### config.mk
export PLATFORM = sky130hd
export DESIGN_NAME = shell_line_token_counter
export DESIGN_NICKNAME = d
export VERILOG_FILES = /design/src/design/slt_pkg.sv /design/src/design/slt_in_stage.sv /design/src/design/slt_lexer.sv /design/src/design/slt_out_stage.sv /design/src/design/shell_line_token_counter.sv
export VERILOG_INCLUDE_DIRS = /design/src /design/src/design
export SDC_FILE = /design/constraint.sdc
export NUM_CORES = 1
export LEC_CHECK = 0
export BUFFER_PORTS_ARGS = -buffer_cell sky130_fd_sc_hd__buf_2
export CAP_MARGIN = 30
export CORE_MARGIN = 1
export CORE_UTILIZATION = 35
export DETAILED_ROUTE_END_ITERATION = 6
export PLACE_DENSITY = 0.57
export SKIP_CTS_REPAIR_TIMING = 1
export SYNTH_ARGS = -nofsm -noshare
export SYNTH_HDL_FRONTEND = slang
export SYNTH_HIERARCHICAL = 1
export SYNTH_SLANG_ARGS = --single-unit
### constraint.sdc
create_clock -name aclk -period 2.1 [get_ports aclk]
set_input_delay 0.21 -clock aclk [delete_from_list [all_inputs] [get_ports aclk]]
set_output_delay 0.21 -clock aclk [all_outputs]
set_load 0.005 [all_outputs]
### src/design/shell_line_token_counter_defines.svh
// Assertion macros shared by the token counter RTL files.
`ifndef SHELL_LINE_TOKEN_COUNTER_DEFINES_SVH
`define SHELL_LINE_TOKEN_COUNTER_DEFINES_SVH
`ifndef NO_ASSERTIONS
// Checked only outside reset.
`define SLT_ASSERT(label, clk, rstn, prop) \
    label: assert property (@(posedge clk) disable iff (!rstn) prop) \
        else $error("token counter check failed");
// Checked at every edge, reset included.
`define SLT_ASSERT_ALWAYS(label, clk, prop) \
    label: assert property (@(posedge clk) prop) \
        else $error("token counter check failed");
`else
`define SLT_ASSERT(label, clk, rstn, prop)
`define SLT_ASSERT_ALWAYS(label, clk, prop)
`endif
`endif

### src/design/slt_pkg.sv
// Shared types, character codes and lexer helpers for the token counter.
`default_nettype none
package slt_pkg;

    localparam int MAX_COUNT_DEF = 4096;
    localparam int OUT_W         = 13;
    localparam int CHAR_W        = 8;

    localparam logic [CHAR_W-1:0] CHAR_NUL   = 8'h00;
    localparam logic [CHAR_W-1:0] CHAR_PIPE  = 8'h7C;
    localparam logic [CHAR_W-1:0] CHAR_LT    = 8'h3C;
    localparam logic [CHAR_W-1:0] CHAR_GT    = 8'h3E;
    localparam logic [CHAR_W-1:0] CHAR_DQ    = 8'h22;
    localparam logic [CHAR_W-1:0] CHAR_SQ    = 8'h27;
    localparam logic [CHAR_W-1:0] CHAR_SPACE = 8'h20;
    localparam logic [CHAR_W-1:0] CHAR_TAB   = 8'h09;
    localparam logic [CHAR_W-1:0] CHAR_CR    = 8'h0D;

    // Lexer modes, one-hot
    typedef enum logic [5:0] {
        MODE_IDLE = 6'b000001,
        MODE_WORD = 6'b000010,
        MODE_LT   = 6'b000100,
        MODE_GT   = 6'b001000,
        MODE_DQ   = 6'b010000,
        MODE_SQ   = 6'b100000
    } mode_t;

    // Byte held in the input stage
    typedef struct packed {
        logic              vld;
        logic [CHAR_W-1:0] code;
    } byte_t;

    // Outcome of one lexer step from the idle position
    typedef struct packed {
        mode_t mode;
        logic  bump;
    } step_t;

    function automatic logic is_space(input logic [CHAR_W-1:0] c);
        return (c == CHAR_SPACE) || ((c >= CHAR_TAB) && (c <= CHAR_CR));
    endfunction

    function automatic logic is_delim(input logic [CHAR_W-1:0] c);
        return is_space(c) || (c == CHAR_PIPE) || (c == CHAR_LT) ||
               (c == CHAR_GT) || (c == CHAR_DQ) || (c == CHAR_SQ);
    endfunction

    // Byte handled as if no token were open
    function automatic step_t from_idle(input logic [CHAR_W-1:0] c);
        step_t s;
        s.mode = MODE_IDLE;
        s.bump = 1'b0;
        if (is_space(c)) begin
            s.mode = MODE_IDLE;
        end else if (c == CHAR_PIPE) begin
            s.bump = 1'b1;
        end else if (c == CHAR_LT) begin
            s.bump = 1'b1;
            s.mode = MODE_LT;
        end else if (c == CHAR_GT) begin
            s.bump = 1'b1;
            s.mode = MODE_GT;
        end else if (c == CHAR_DQ) begin
            s.mode = MODE_DQ;
        end else if (c == CHAR_SQ) begin
            s.mode = MODE_SQ;
        end else begin
            s.bump = 1'b1;
            s.mode = MODE_WORD;
        end
        return s;
    endfunction

endpackage
`default_nettype wire

### src/design/slt_in_stage.sv
// Input register: holds one byte until the lexer takes it.
`default_nettype none
module slt_in_stage (
    input  wire logic                        aclk,
    input  wire logic                        aresetn,
    input  wire logic                        s_valid,
    output logic                             s_ready,
    input  wire logic [slt_pkg::CHAR_W-1:0]  s_char_code,
    input  wire logic                        drain,
    output slt_pkg::byte_t                   held
);
    import slt_pkg::*;

    logic              vld_reg;
    logic              vld_next;
    logic [CHAR_W-1:0] code_reg;

    // Free when empty or when the held byte moves on this cycle
    assign s_ready = !vld_reg || drain;

    always_comb begin
        vld_next = vld_reg;
        if (s_ready) begin
            vld_next = s_valid;
        end
    end

    always_ff @(posedge aclk) begin
        if (!aresetn) begin
            vld_reg <= 1'b0;
        end else begin
            vld_reg <= vld_next;
        end
    end

    // Payload needs no reset
    always_ff @(posedge aclk) begin
        if (s_valid && s_ready) begin
            code_reg <= s_char_code;
        end
    end

    assign held.vld  = vld_reg;
    assign held.code = code_reg;

endmodule
`default_nettype wire

### src/design/slt_lexer.sv
// Lexer state and token counter, one byte per step.
`default_nettype none
`include "shell_line_token_counter_defines.svh"
module slt_lexer #(
    parameter int MAX_COUNT = slt_pkg::MAX_COUNT_DEF,
    parameter int TOKEN_W   = $clog2(MAX_COUNT + 1)
) (
    input  wire logic           aclk,
    input  wire logic           aresetn,
    input  wire slt_pkg::byte_t held,
    input  wire logic           step,
    output logic                line_done,
    output logic [TOKEN_W-1:0]  line_count
);
    import slt_pkg::*;

    localparam logic [TOKEN_W-1:0] CNT_MAX = TOKEN_W'(MAX_COUNT);
    localparam logic [TOKEN_W-1:0] CNT_ONE = TOKEN_W'(1);

    mode_t              mode_reg;
    mode_t              mode_next;
    logic [TOKEN_W-1:0] cnt_reg;
    logic [TOKEN_W-1:0] cnt_next;
    logic               ls_reg;
    logic               ls_next;
    logic               bump;
    logic               is_term;
    step_t              idle_step;

    assign is_term   = (held.code == CHAR_NUL);
    assign idle_step = from_idle(held.code);

    // Mode transition for a non-terminator byte
    always_comb begin
        mode_next = mode_reg;
        bump      = 1'b0;
        case (mode_reg)
            MODE_DQ: begin
                if (held.code == CHAR_DQ) begin
                    bump      = 1'b1;
                    mode_next = MODE_IDLE;
                end
            end
            MODE_SQ: begin
                if (held.code == CHAR_SQ) begin
                    bump      = 1'b1;
                    mode_next = MODE_IDLE;
                end
            end
            MODE_LT: begin
                if (held.code == CHAR_LT) begin
                    mode_next = MODE_IDLE;
                end else begin
                    mode_next = idle_step.mode;
                    bump      = idle_step.bump;
                end
            end
            MODE_GT: begin
                if (held.code == CHAR_GT) begin
                    mode_next = MODE_IDLE;
                end else begin
                    mode_next = idle_step.mode;
                    bump      = idle_step.bump;
                end
            end
            MODE_WORD: begin
                if (is_delim(held.code)) begin
                    mode_next = idle_step.mode;
                    bump      = idle_step.bump;
                end
            end
            default: begin
                mode_next = idle_step.mode;
                bump      = idle_step.bump;
            end
        endcase
    end

    // Counter and line-start flag; terminator returns to start state
    always_comb begin
        cnt_next = cnt_reg;
        ls_next  = ls_reg;
        if (step) begin
            if (is_term) begin
                cnt_next = '0;
                ls_next  = 1'b1;
            end else begin
                ls_next = 1'b0;
                if (bump && (cnt_reg < CNT_MAX)) begin
                    cnt_next = cnt_reg + CNT_ONE;
                end
            end
        end
    end

    always_ff @(posedge aclk) begin
        if (!aresetn) begin
            mode_reg <= MODE_IDLE;
            cnt_reg  <= '0;
            ls_reg   <= 1'b1;
        end else begin
            cnt_reg <= cnt_next;
            ls_reg  <= ls_next;
            if (step) begin
                mode_reg <= is_term ? MODE_IDLE : mode_next;
            end
        end
    end

    // Result for the line that ends with this byte
    assign line_done  = step && is_term;
    assign line_count = ls_reg ? CNT_ONE : cnt_reg;

    `SLT_ASSERT(a_cnt_bounded, aclk, aresetn, cnt_reg <= CNT_MAX)
    `SLT_ASSERT(a_term_clears, aclk, aresetn,
        (step && is_term) |=> (cnt_reg == '0) && ls_reg && (mode_reg == MODE_IDLE))
    `SLT_ASSERT(a_byte_clears_start, aclk, aresetn, (step && !is_term) |=> !ls_reg)
    `SLT_ASSERT(a_quote_holds, aclk, aresetn,
        (step && !is_term && (mode_reg == MODE_DQ) && (held.code != CHAR_DQ))
            |=> $stable(cnt_reg))

endmodule
`default_nettype wire

### src/design/slt_out_stage.sv
// Result register: holds a line's token count until it is taken.
`default_nettype none
`include "shell_line_token_counter_defines.svh"
module slt_out_stage #(
    parameter int TOKEN_W = 13
) (
    input  wire logic                       aclk,
    input  wire logic                       aresetn,
    input  wire logic                       load,
    input  wire logic [TOKEN_W-1:0]         count,
    output logic                            free,
    output logic                            m_valid,
    input  wire logic                       m_ready,
    output logic [slt_pkg::OUT_W-1:0]       m_token_count
);
    import slt_pkg::*;

    logic                   vld_reg;
    logic                   vld_next;
    logic [OUT_W-1:0]       data_reg;
    logic [TOKEN_W+OUT_W-1:0] count_ext;

    // Masked to the output width whatever the counter width is
    assign count_ext = {{OUT_W{1'b0}}, count};

    assign free = !vld_reg || m_ready;

    always_comb begin
        vld_next = vld_reg;
        if (free) begin
            vld_next = load;
        end
    end

    always_ff @(posedge aclk) begin
        if (!aresetn) begin
            vld_reg <= 1'b0;
        end else begin
            vld_reg <= vld_next;
        end
    end

    always_ff @(posedge aclk) begin
        if (load && free) begin
            data_reg <= count_ext[OUT_W-1:0];
        end
    end

    assign m_valid       = vld_reg;
    assign m_token_count = data_reg;

    `SLT_ASSERT(a_load_shows, aclk, aresetn, (load && free) |=> vld_reg)
    `SLT_ASSERT(a_no_lost_load, aclk, aresetn, load |-> free)
    `SLT_ASSERT_ALWAYS(a_empty_after_reset, aclk, !aresetn |=> !vld_reg)

endmodule
`default_nettype wire

### src/design/shell_line_token_counter.sv
// Token counter top level: input register, lexer step, result register.
// Result path: a terminator byte's count goes through the input register and then the
// result register to m_valid. Throughput: one byte per cycle; the lexer state update
// follows the input register; only a terminator waits when the result register is full.
// Reset: synchronous, active low; clears both stages and returns the lexer to line start.
`default_nettype none
module shell_line_token_counter #(
    parameter int MAX_COUNT = slt_pkg::MAX_COUNT_DEF
) (
    input  wire logic                        aclk,
    input  wire logic                        aresetn,
    input  wire logic                        s_valid,
    output logic                             s_ready,
    input  wire logic [slt_pkg::CHAR_W-1:0]  s_char_code,
    output logic                             m_valid,
    input  wire logic                        m_ready,
    output logic [slt_pkg::OUT_W-1:0]        m_token_count
);
    import slt_pkg::*;

    localparam int TOKEN_W = $clog2(MAX_COUNT + 1);

    byte_t              held;
    logic               drain;
    logic               step;
    logic               out_free;
    logic               line_done;
    logic [TOKEN_W-1:0] line_count;

    // A held byte moves on unless it ends a line and the result slot is full
    assign drain = (held.code != CHAR_NUL) || out_free;
    assign step  = held.vld && drain;

    slt_in_stage u_in (
        .aclk        (aclk),
        .aresetn     (aresetn),
        .s_valid     (s_valid),
        .s_ready     (s_ready),
        .s_char_code (s_char_code),
        .drain       (drain),
        .held        (held)
    );

    slt_lexer #(
        .MAX_COUNT (MAX_COUNT),
        .TOKEN_W   (TOKEN_W)
    ) u_lexer (
        .aclk       (aclk),
        .aresetn    (aresetn),
        .held       (held),
        .step       (step),
        .line_done  (line_done),
        .line_count (line_count)
    );

    slt_out_stage #(
        .TOKEN_W (TOKEN_W)
    ) u_out (
        .aclk          (aclk),
        .aresetn       (aresetn),
        .load          (line_done),
        .count         (line_count),
        .free          (out_free),
        .m_valid       (m_valid),
        .m_ready       (m_ready),
        .m_token_count (m_token_count)
    );

endmodule
`default_nettype wire
Word-level counts from Yosys, hierarchy flattened
Cells that the tools add are included.
{"block": "word_totals", "ff_bits": 43, "in_bits": 12, "out_inout_bits": 15, "elab_cells": 73}
{"block": "classes", "n_addsub": 1, "magnitude_cmp": 3, "eq_ne": 14, "muxes": 26, "reduce_logical": 22}
{"op": "6-bit 2-to-1 mux", "n": 10}
{"op": "8-bit by 6-bit equality test with 1-bit output, second input constant", "n": 5}
{"op": "6-bit one-hot mux with 5 select lines", "n": 1}
{"op": "13-bit 2-to-1 mux", "n": 2}
{"op": "7-bit 2-to-1 mux", "n": 2}
{"op": "13-bit by 1-bit adder with 13-bit output, second input constant", "n": 1}
{"op": "13-bit < comparator, second input constant", "n": 1}
{"op": "1-bit 2-to-1 mux", "n": 10}
{"op": "1-bit logical OR", "n": 9}
{"op": "3-bit by 1-bit inequality test with 1-bit output, second input constant", "n": 3}
{"op": "8-bit by 7-bit equality test with 1-bit output, second input constant", "n": 1}
{"op": "8-bit by 4-bit >= comparator with 1-bit output, second input constant", "n": 1}
{"op": "8-bit by 4-bit less-or-equal comparator with 1-bit output, second input constant", "n": 1}
{"op": "8-bit logical NOT", "n": 1}
{"op": "8-bit nonzero test", "n": 1}
{"op": "6-bit by 2-bit equality test with 1-bit output, second input constant", "n": 1}
{"op": "6-bit by 3-bit equality test with 1-bit output, second input constant", "n": 1}
{"op": "6-bit by 4-bit equality test with 1-bit output, second input constant", "n": 1}
{"op": "6-bit by 5-bit equality test with 1-bit output, second input constant", "n": 1}
{"op": "6-bit equality test, second input constant", "n": 1}
{"op": "1-bit logical AND", "n": 6}
{"op": "1-bit one-hot mux with 5 select lines", "n": 1}
{"op": "4-bit AND reduction", "n": 1}
{"op": "1-bit logical NOT", "n": 2}
{"op": "2 further kinds", "n": 2}

Logic depth before layout (Yosys ltp)
{"block": "logic_depth", "ltp_word": 13, "mapped_depth": 11}

By module
Netlist, hierarchy kept.
{"module": "slt_lexer", "instances": 1, "cells_per_inst": 189, "area_each_um2": 1441.4, "seq_area_each_um2": 400.4}
{"module": "slt_out_stage", "instances": 1, "cells_per_inst": 18, "area_each_um2": 447.9, "seq_area_each_um2": 410.4}
{"module": "slt_in_stage", "instances": 1, "cells_per_inst": 14, "area_each_um2": 305.3, "seq_area_each_um2": 260.2}
{"module": "shell_line_token_counter", "instances": 1, "cells_per_inst": 6, "area_each_um2": 36.3, "seq_area_each_um2": 0.0}

Least setup slack after synthesis
OpenSTA, ideal clock, no wires.
{"block": "synth_path", "path_kind": "flip-flop to flip-flop", "from": "register u_in.code_reg[6]", "to": "register u_lexer.cnt_reg[5]", "arrival_ns": 2.095, "t_required_ns": 2.030, "path_slack_ns": -0.065, "path_stages_with_launch": 10, "cell_sequence": "edfxtp_1 -> nor4_2 -> a31oi_1 -> nor2b_1 -> nand4_1 -> nand4_1 -> o21ai_2 -> buf_6 -> or4_1 -> a21oi_1"}
{"block": "synth_via", "word_cells_on_any_way": 35}
{"item": "from (decl)", "line_no": "slt_in_stage.sv:16", "source": "logic [CHAR_W-1:0] code_reg;"}
{"item": "from (signal assigned)", "line_no": "slt_in_stage.sv:39", "source": "code_reg <= s_char_code;"}
{"item": "8-bit nonzero test", "line_no": "shell_line_token_counter.sv:31", "source": "assign drain = (held.code != CHAR_NUL) || out_free;"}
{"item": "1-bit logical OR", "line_no": "shell_line_token_counter.sv:31"}
{"item": "1-bit logical AND", "line_no": "shell_line_token_counter.sv:32", "source": "assign step = held.vld && drain;"}
{"item": "net step", "line_no": "shell_line_token_counter.sv:25", "source": "logic step;"}
{"item": "2-bit AND reduction (no line)"}
{"item": "to (signal assigned)", "line_no": "slt_lexer.sv:102", "source": "cnt_reg <= cnt_next;"}
{"item": "to (decl)", "line_no": "slt_lexer.sv:22", "source": "logic [TOKEN_W-1:0] cnt_reg;"}
The timed path passes the listed nets, and every way through them passes these cells.
A chain may end at the register's enable or synchronous reset.

Final worst setup path
{"block": "layout_path", "from": "register u_in.code_reg[6]", "to": "register u_lexer.cnt_reg[11]"}
{"block": "layout_via", "elab_chain_len": 13, "word_cells_on_any_way": 35}
{"item": "8-bit by 4-bit >= comparator with 1-bit output or 8-bit by 4-bit less-or-equal comparator with 1-bit output (tied branches)", "line_no": "slt_pkg.sv:42", "source": "return (c == CHAR_SPACE) || ((c >= CHAR_TAB) && (c <= CHAR_CR));"}
{"item": "1-bit logical AND", "line_no": "slt_pkg.sv:42"}
{"item": "1-bit logical OR", "line_no": "slt_pkg.sv:42"}
{"item": "1-bit logical OR (3 in a row)", "line_no": "slt_pkg.sv:46", "source": "return is_space(c) || (c == CHAR_PIPE) || (c == CHAR_LT) ||"}
{"item": "1-bit logical OR (2 in a row)", "line_no": "slt_pkg.sv:47", "source": "(c == CHAR_GT) || (c == CHAR_DQ) || (c == CHAR_SQ);"}
{"item": "1-bit 2-to-1 mux", "line_no": "slt_lexer.sv:67", "source": "if (is_delim(held.code)) begin"}
{"item": "1-bit one-hot mux with 5 select lines", "line_no": "slt_lexer.sv:37", "source": "case (mode_reg)"}
{"item": "1-bit logical AND", "line_no": "slt_lexer.sv:89", "source": "if (bump && (cnt_reg < CNT_MAX)) begin"}
{"item": "2-bit nonzero test (no line)"}
{"item": "2-bit AND reduction (no line)"}
Parallel ways exist; a longest one is shown, timed or not.

==> flow_metrics.py <==
metrics = {
    "critical_path": {
        "crit_chain": "nor3_4 -> and3_4 -> nand4_1 -> nand4_1 -> o21ai_4 -> or4b_4 -> a21oi_2",
        "critPathCaptureType": "register",
        "data_required_time_at_the_worst_endpoint_ps": 2320,
        "arrival_ps": 2590,
        "critical_path_peak_fanout": 7,
        "timing.critical_path.mode_cell": "nand4_1",
        "critical-path-max-stage-delay_ps": 540,
        "slowest_stage": "edfxtp_1",
        "worst_setup_path_start_kind": "register",
        "criticalPathCategory": "register to register",
    },
    "cts": {
        "numClockSinks": 43,
        "worstSkewPairLatency_ps": 290,
        "clockBufferDepth": 2,
        "worst_setup_hold_path_clk_slew_ps": 80,
        "clock_tree.htree_level_count": 2,
        "cts-root-buf": "clkbuf_8",
        "cts_buffers": 5,
        "tritoncts": "yes",
    },
    "logic_synthesis": {
        "postSynth.asyncResetShare_pct": 0,
        "synth.top_cell.area_share_pct": 28.3,
        "synth_commonest_cells": "dfxtp_1 (22), edfxtp_1 (21), nand3_1 (17), nor2b_1 (15)",
        "ys_warn_count": 6,
        "yosysSeqAreaShare_pct": 48.0,
        "synthDistinctLibCells": 50,
        "postSynthRegisterBits": 43,
        "ys.flop_type": "dfxtp_1",
        "synth.net_count": 240,
        "netlist_top_cells_area": "edfxtp_1 (28%), dfxtp_1 (20%), nor2b_1 (4.2%)",
        "synth_area_leader_cell": "edfxtp_1",
        "synth-edff-count": 21,
        "syn_inst": 227,
        "syn_area_per_cell_um2": 9.83,
        "yosys.cell_count.top_type": "dfxtp_1",
        "mappedNetlistArea_mm2": 0.00223,
    },
    "floorplan": {
        "die_width_um": 81.8,
        "floorplan.core_area_mm2": 0.00603,
        "die_h_um": 81.8,
        "initial_core_util_pct": 37.0,
        "fp-row-count": 28,
        "pin_count": 27,
        "die_area_mm2": 0.00670,
    },
    "power": {
        "finalPower_mw": 1.83,
        "max-vdd-ir-drop_mv": 0.328,
        "pwr_density_cell_mw_per_mm2": 626,
        "power_leakage_nw": 1.11,
    },
    "timing": {
        "finalHoldViolations": 0,
        "finalClockSkew_ps": 6.24,
        "grt_setup_unrepaired": "true",
        "tns_ps": -2420,
        "timing.fmax_ghz": 0.421,
        "slew_headroom_pct": 67.3,
        "final-max-slew-violation-count": 0,
        "worst_pin_slew_ps": 490,
        "fin_crit_ps": 2370,
        "setup_viol_count_final": 19,
        "timing.final.crit_share_pct": 113,
        "fin_ws_ps": -273,
    },
    "global_routing": {
        "grt_start_max_net_pins": 16,
        "grt_overflow": 0,
        "number_of_antenna_violations_at_the_first_check_in_global_routing": 0,
        "grt_use_total_pct": 15.2,
        "grt_first_pass_wirelength_um": 7740,
        "first_global_vias": 1667,
    },
    "routing": {
        "drt_drc_violations_left": 0,
        "dr.first_iter.drc_count": 87,
        "drtAntennaViolNets": 0,
        "routed_wl_um": 5060,
        "vias": 1920,
        "via_per_inst": 5.35,
        "firstDrtPassIters": 4,
        "wl_per_cell_um": 14.1,
    },
    "finish": {
        "post_route_cells_drive_above_1_share_pct": 37.0,
        "utilization_pct": 48.4,
        "areaGrowthSynthToFinish_pct": 30.8,
        "num_antenna_cells": 0,
        "nNetsFinal": 296,
    },
    "status": {
        "failed_checks": "setup timing",
        "outcome": "finished, violations left",
    },
    "placed_design": {
        "place_ws_ps": -283,
        "place_hpwl_um": 3360,
        "globalplace.congestion": 0.802,
        "port_buffers": 26,
    },
    "run": {
        "drv.max_cap_violation_count": 0,
    },
    "worst_hold_path": {
        "holdCritPathClass": "input port to register",
    },
}
==> power by group <==
group	leakage (nW)	internal [mW]	switching, mW	total, mW
clock network	0.0636	0.428	0.284	0.711
logic	0.653	0.0899	0.0956	0.185
registers	0.390	0.896	0.0337	0.930
total	1.11	1.41	0.413	1.83
==> stage by stage <==
step | instance area [um2] | hold WS, ps | std cells
global route | 2920 | 74.8 | 359
global placement | 2580 | 386 | 341
floorplan | 2230 | 309 | 227
finish | 2920 | 89.1 | 359
CTS | 2710 | 79.2 | 349
detailed placement | 2580 | 388 | 341
==> metal layers <==
metal | track usage (%) | wire length [um] | share of wire (%)
met3 | 3.44 | 162 | 3.2
met2 | 26.1 | 2590 | 51
met5 | 0 | 0 | 0
met4 | 5.96 | 47 | 0.93
met1 | 18.4 | 2260 | 45
==> cell type report <==
class / instances / area (um2)
clock buffer: 7 / 97.6
sequential: 43 / 1070
inverter: 8 / 30.0
tap: 75 / 93.8
multi-input combinational: 164 / 1190
timing repair buffer: 61 / 404
clock inverter: 1 / 30.0
fill: 565 / 3110
==> worst max-delay path, delay by kind of cell (launching register included) <==
| kind | cells | cell delay, ps |
|---|---|---|
| DFF | 1 | 540 |
| and+or+nand+nor | 5 | 1490 |
| AOI/OAI and AO/OA | 2 | 280 |
==> cells by family after synthesis <==
group                    synth area share [%]
XOR/XNOR                                0.785
flip-flops                               48.0
buffers and inverters                    4.37
adder cells (fa/ha/maj)                 0.561
AND/OR/NAND/NOR                          28.9
AO/OA/AOI/OAI                            16.9
multiplexers                            0.449
==> cells in the final DEF (no fill, tap or decap), types with 2 or more instances in the layout <==
master    instances
nor3_1            3
edfxtp_1         21
nand4_1           4
a31oi_1           8
and2_1            2
nand2b_4          2
xor2_1            2
nand2_1          13
o21ai_0           9
and3_1            4
nor2_1            8
o31ai_1           5
and2_4            2
a21oi_1           7
nor4_4            2
nor2b_2           2
and3_4            2
nor3_2            2
or2_2             2
nand2b_1          4
o211ai_1          3
nor2b_1          13
buf_4            32
buf_2            26
inv_1             8
a21oi_2           4
a21boi_2          2
o41ai_1           3
buf_6             3
nand3_1          16
o21ai_2           2
or4_1             4
clkbuf_8          5
or3_1             4
dfxtp_1          22
o21ai_4           2
nand3b_1          4
o21ai_1           3
==> path summary, 6_finish.rpt <==
| check | start | endpoint | slack [ps] | cells past startpoint |
|---|---|---|---|---|
| hold reg to reg | u_lexer/cnt_reg[5] | u_lexer/cnt_reg[5] | 500 | 2 |
| hold / removal | s_char_code[5] | u_in/code_reg[5] | 90 | 1 |
| setup reg to reg | u_in/code_reg[6] | u_lexer/cnt_reg[11] | -270 | 7 |
| setup / recovery | u_in/code_reg[6] | u_lexer/cnt_reg[11] | -270 | 7 |
Note: power is estimated with default switching activity, not from simulation.
